[config.mk]
export PLATFORM = sky130hd
export DESIGN_NAME = frt_ctrl
export DESIGN_NICKNAME = d
export VERILOG_FILES = /design/src/rtl/frt_pkg.sv /design/src/rtl/frt_ctrl.sv
export SDC_FILE = /design/constraint.sdc
export NUM_CORES = 1
export LEC_CHECK = 0
export ABC_AREA = 1
export ABC_CLOCK_PERIOD_IN_PS = 2270
export BUFFER_PORTS_ARGS = -buffer_cell sky130_fd_sc_hd__buf_4
export CORE_AREA = 2 2 39 41
export CTS_BUF_LIST = sky130_fd_sc_hd__clkbuf_4 sky130_fd_sc_hd__clkbuf_8 sky130_fd_sc_hd__clkbuf_16
export CTS_CLUSTER_DIAMETER = 80
export DETAILED_ROUTE_END_ITERATION = 7
export DIE_AREA = 0 0 41 43
export HOLD_SLACK_MARGIN = 0.02
export PLACE_DENSITY_LB_ADDON = 0.3
export SLEW_MARGIN = 20
export SYNTH_ARGS = -nofsm -noshare
export SYNTH_HDL_FRONTEND = slang
export SYNTH_SLANG_ARGS = --single-unit
[constraint.sdc]
create_clock -name clk -period 2.27 [get_ports clk]
set_input_delay 0.454 -clock clk [delete_from_list [all_inputs] [get_ports clk]]
set_output_delay 0.454 -clock clk [all_outputs]
set_load 0.005 [all_outputs]
[src/rtl/frt_pkg.sv]
// Shared types and constants for the fragment reassembly tracker.
// No dependencies.
package frt_pkg;

  localparam int unsigned NumSlots      = 16;
  localparam int unsigned SlotW         = $clog2(NumSlots);
  localparam int unsigned MaxFragments  = 64;
  localparam int unsigned IdxW          = $clog2(MaxFragments);
  localparam int unsigned TotW          = IdxW + 1;
  localparam int unsigned HeaderBytes   = 6;
  localparam logic [31:0] TimeoutReset  = 32'd1000;

  localparam logic [2:0] ST_REJECTED  = 3'd0;
  localparam logic [2:0] ST_SINGLE    = 3'd1;
  localparam logic [2:0] ST_STORED    = 3'd2;
  localparam logic [2:0] ST_DUPLICATE = 3'd3;
  localparam logic [2:0] ST_MISMATCH  = 3'd4;
  localparam logic [2:0] ST_COMPLETE  = 3'd5;
  localparam logic [2:0] ST_SWEEP     = 3'd6;

  // controller -> datapath
  typedef struct packed {
    logic load;      // capture input transaction
    logic lookup;    // register hit / free / oldest search results
    logic update;    // apply table update, build result
  } frt_cmd_t;

  // datapath -> controller
  typedef struct packed {
    logic dummy_ok;
  } frt_sts_t;

endpackage

[src/rtl/frt_ctrl.sv]
// Controller of the fragment reassembly tracker: handshake and sequencing.
// Depends on frt_pkg.
module frt_ctrl import frt_pkg::*; (
  input  logic     clk,
  input  logic     rst_n,
  input  logic     in_valid,
  output logic     in_ready,
  output logic     out_valid,
  input  logic     out_ready,
  input  frt_sts_t sts,
  output frt_cmd_t cmd
);

  typedef enum logic [1:0] {S_IDLE, S_LOOK, S_TREE, S_UPD} state_t;
  state_t state_r;
  logic   out_valid_r;

  // update waits until the result register is free or being read
  assign in_ready   = (state_r == S_IDLE);
  assign out_valid  = out_valid_r;
  assign cmd.load   = in_valid && in_ready;
  assign cmd.lookup = (state_r == S_LOOK);
  assign cmd.update = (state_r == S_UPD) && (!out_valid_r || out_ready) && sts.dummy_ok;

  always_ff @(posedge clk) begin
    if (!rst_n) begin
      state_r     <= S_IDLE;
      out_valid_r <= 1'b0;
    end else begin
      if (cmd.update) out_valid_r <= 1'b1;
      else if (out_valid_r && out_ready) out_valid_r <= 1'b0;
      case (state_r)
        S_IDLE: if (cmd.load) state_r <= S_LOOK;
        S_LOOK: state_r <= S_TREE;
        S_TREE: state_r <= S_UPD;
        S_UPD: if (cmd.update) state_r <= S_IDLE;
        default: state_r <= S_IDLE;
      endcase
    end
  end

endmodule

==> metrics.md <==
| Metric | Value |
|---|---|
| Status | finished, final reports clean |
| Worst slew pin tran | 158 ps |
| Chip width | 41 µm |
| Critical path depth | 5 |
| Die area | 1760 µm² |
| Maxcap violations | 0 |
| Drt total wl | 397 µm |
| Initial cell density of the core | 0.156 |
| DRC viols | 0 |
| Synth Cell Area | 216 µm² |
| Data arrival, critical path | 1140 ps |
| IO buf count | 9 |
| Sequential share of the synthesized area | 0.277 |
| Synth Instances | 31 |
| Post-CTS sizing | 0 |
| Setup crit start kind | flip-flop |
| CTS max path bufs | 2 |
| CP startpoint | state_r[1] |
| Die Ht | 43 µm |
| Clock transition at path regs | 40 ps |
| Final setup viols | 0 |
| Drt pass-1 iters | 1 |
| Reg2reg end | state_r[1] |
| Nets | 54 |
| Pins Over Slew Limit | 0 |
| Critical path fanouts, max | 4 |
| Max Fclk | 627 MHz |
| Hpwl dp | 337 µm |
| Worst hold slack | 484 ps |
| Rel. slew slack | 0.894 |
| CP top delay family | flip-flops |
| Share of cells above drive strength 1 | 0.364 |
| RD Place Congestion | 0.603 |
| Cell Chain, Critical Path | inv_1, ha_1, nand2_1, inv_1, buf_4 |
| Initial antenna violation count | 0 |
| Gate power share | 0.451 |
| Vias in the first global route | 195 |
| Post-synth top area share | 0.277 |
| CTS tree | built |
| Critical path class | flip-flop to output pin |
| Pwr dens | 1020 nW/µm² |
| RSZ-0062 raised after global routing | false |
| Final period util | 0.703 |
| Global-route wire length before repair | 731 µm |
| Post-synth top area cell | dfxtp_1 |
| H-tree depth | 1 |
| Flop pwr share | 0.250 |
| Slowest-stage cell, CP | dfxtp_1 |
| Setup crit end kind | output pin |
| Clock Skew | 1.58 ps |
| Worst R2R Setup Slack | 1140 ps |
| Clock Latency Late Sink | 230 ps |
| Total track usage | 0.0662 |
| Largest net degree at the start of global routing | 5 |
| Layout fillers | 169 |
| Clock Sinks | 3 |
| Synthesized net count | 40 |
| Root Driver | clkbuf_4 |
| Hold buffers post-CTS | 0 |
| Worst flop-to-flop path startpoint | state_r[1] |
| CP Buf/Inv Count | 3 |
| Clk pwr share | 0.299 |
| Hold Vio Cnt, Final | 0 |
| Commonest non-fill, non-tap cell in the layout | buf_4 |
| Seq cells post-synth | 3 |
| Setup_tns | 0 ps |
| Via Count | 204 |
| Synth unique cells | 10 |
| Critical Path RT | 1820 ps |
| Most used cell, CP | inv_1 |
| Sw power | 0.000115 W |
| Area contributors post-synth | dfxtp_1 28%, ha_1 23%, inv_1 14% |
| Switching share of power | 0.338 |
| CORE AREA | 1380 µm² |
| Post-synthesis area per instance | 6.98 µm² |
| Vias per inst | 3.40 |
| CP peak stage delay | 390 ps |
| Final worst path period need | 1600 ps |
| Post-CTS Setup Bufs | 0 |
| Cell-internal power | 0.000225 W |
| Io pins | 10 |
| Antenna viol nets, final | 0 |
| Leak | 0.198 nW |
| Initial DRC count | 0 |
| Syn-to-layout area delta | 54.3% |
| Setup crit end | cmd[2] |
| Commonest cells after routing, fill and taps aside | 9 x buf_4, 8 x inv_1, 7 x nand2_1 |
| TritonCTS Buffers | 3 |
| Grt ovf | 0 |
| WL/cell | 6.62 µm |
| Diodes inserted | 0 |
| Reg2reg path depth | 6 |
| FP Rows | 14 |
| Syn. warnings | 0 |
| Tightest Hold Check Type | input pin to flip-flop |
| Peak supply drop | 0.000211 V |
## through the flow
stage / utilization / std cells / area, µm² / power [W] / setup slack [ps]
2_1_floorplan: - / 31 / 216 / 0.000181 / 1050
3_3_place_gp: 0.220 / 56 / 304 / 0.000241 / 897
3_5_place_dp: 0.220 / 56 / 304 / 0.000244 / 903
4_1_cts: 0.241 / 60 / 334 / 0.000351 / 653
5_1_grt: 0.241 / 60 / 334 / 0.000384 / 553
6_report: 0.241 / 60 / 334 / 0.000340 / 674
## power groups by stage
stage,clock [W],combinational [W],sequential (W)
after CTS,0.000108,0.000158,0.0000857
after detailed placement,0,0.000157,0.0000863
after global placement,0,0.000155,0.0000862
after global routing,0.000112,0.000184,0.0000878
final,0.000102,0.000153,0.0000849
after floorplan,0,0.0000991,0.0000821
## sequential cells by signal (all words and copies together) (netlist names)
register	cells
state_r	2
out_valid	1
## worst min-delay path, stage by stage
cell	delay [ps]
buf_4	120
nand2_1	60
nor2_1	40
## Yosys cell counts
| library cell | number |
|---|---|
| nand2_2 | 2 |
| a21oi_1 | 1 |
| a21boi_0 | 1 |
| nand3_1 | 1 |
| ha_1 | 4 |
| nand2_1 | 7 |
| a21oi_2 | 1 |
| inv_1 | 8 |
| nor2_1 | 3 |
| dfxtp_1 | 3 |
## routing by layer
layer  up-vias  GRT usage  share of wire
met3         0     0.0157          0.048
li1        116          -              -
met5         -          0              0
met1        84     0.0801           0.44
met2         4     0.0813           0.51
met4         0     0.0800              0
## worst min-delay path by stage
stage / start / to / slack, ps / cells after the start
after detailed placement: out_valid / out_valid / 530 / 2
after floorplan: state_r[0] / state_r[0] / 490 / 2
after CTS: rst_n / state_r[1] / 480 / 3
after global routing: rst_n / state_r[1] / 500 / 3
final: rst_n / state_r[1] / 480 / 3
after global placement: out_valid / out_valid / 530 / 2
## cell families (layout without fill, tap and decap cells)
group,count (synthesis),count (layout),synth area share
compound gates,3,3,0.0983
fa+ha+maj,4,4,0.231
buf+inv,8,21,0.139
flops,3,3,0.277
simple gates,13,13,0.254
## layout make-up
cell class | count | area (µm²) | share of cell area
flip-flops and latches | 3 | 60.1 | 0.180
well taps | 16 | 20.0 | 0.0599
inverters | 8 | 30.0 | 0.0899
multi-input cells | 20 | 126 | 0.378
clock buffers | 4 | 30.0 | 0.0899
repair buffers | 9 | 67.6 | 0.202
Power figures use the tool's default switching activity.
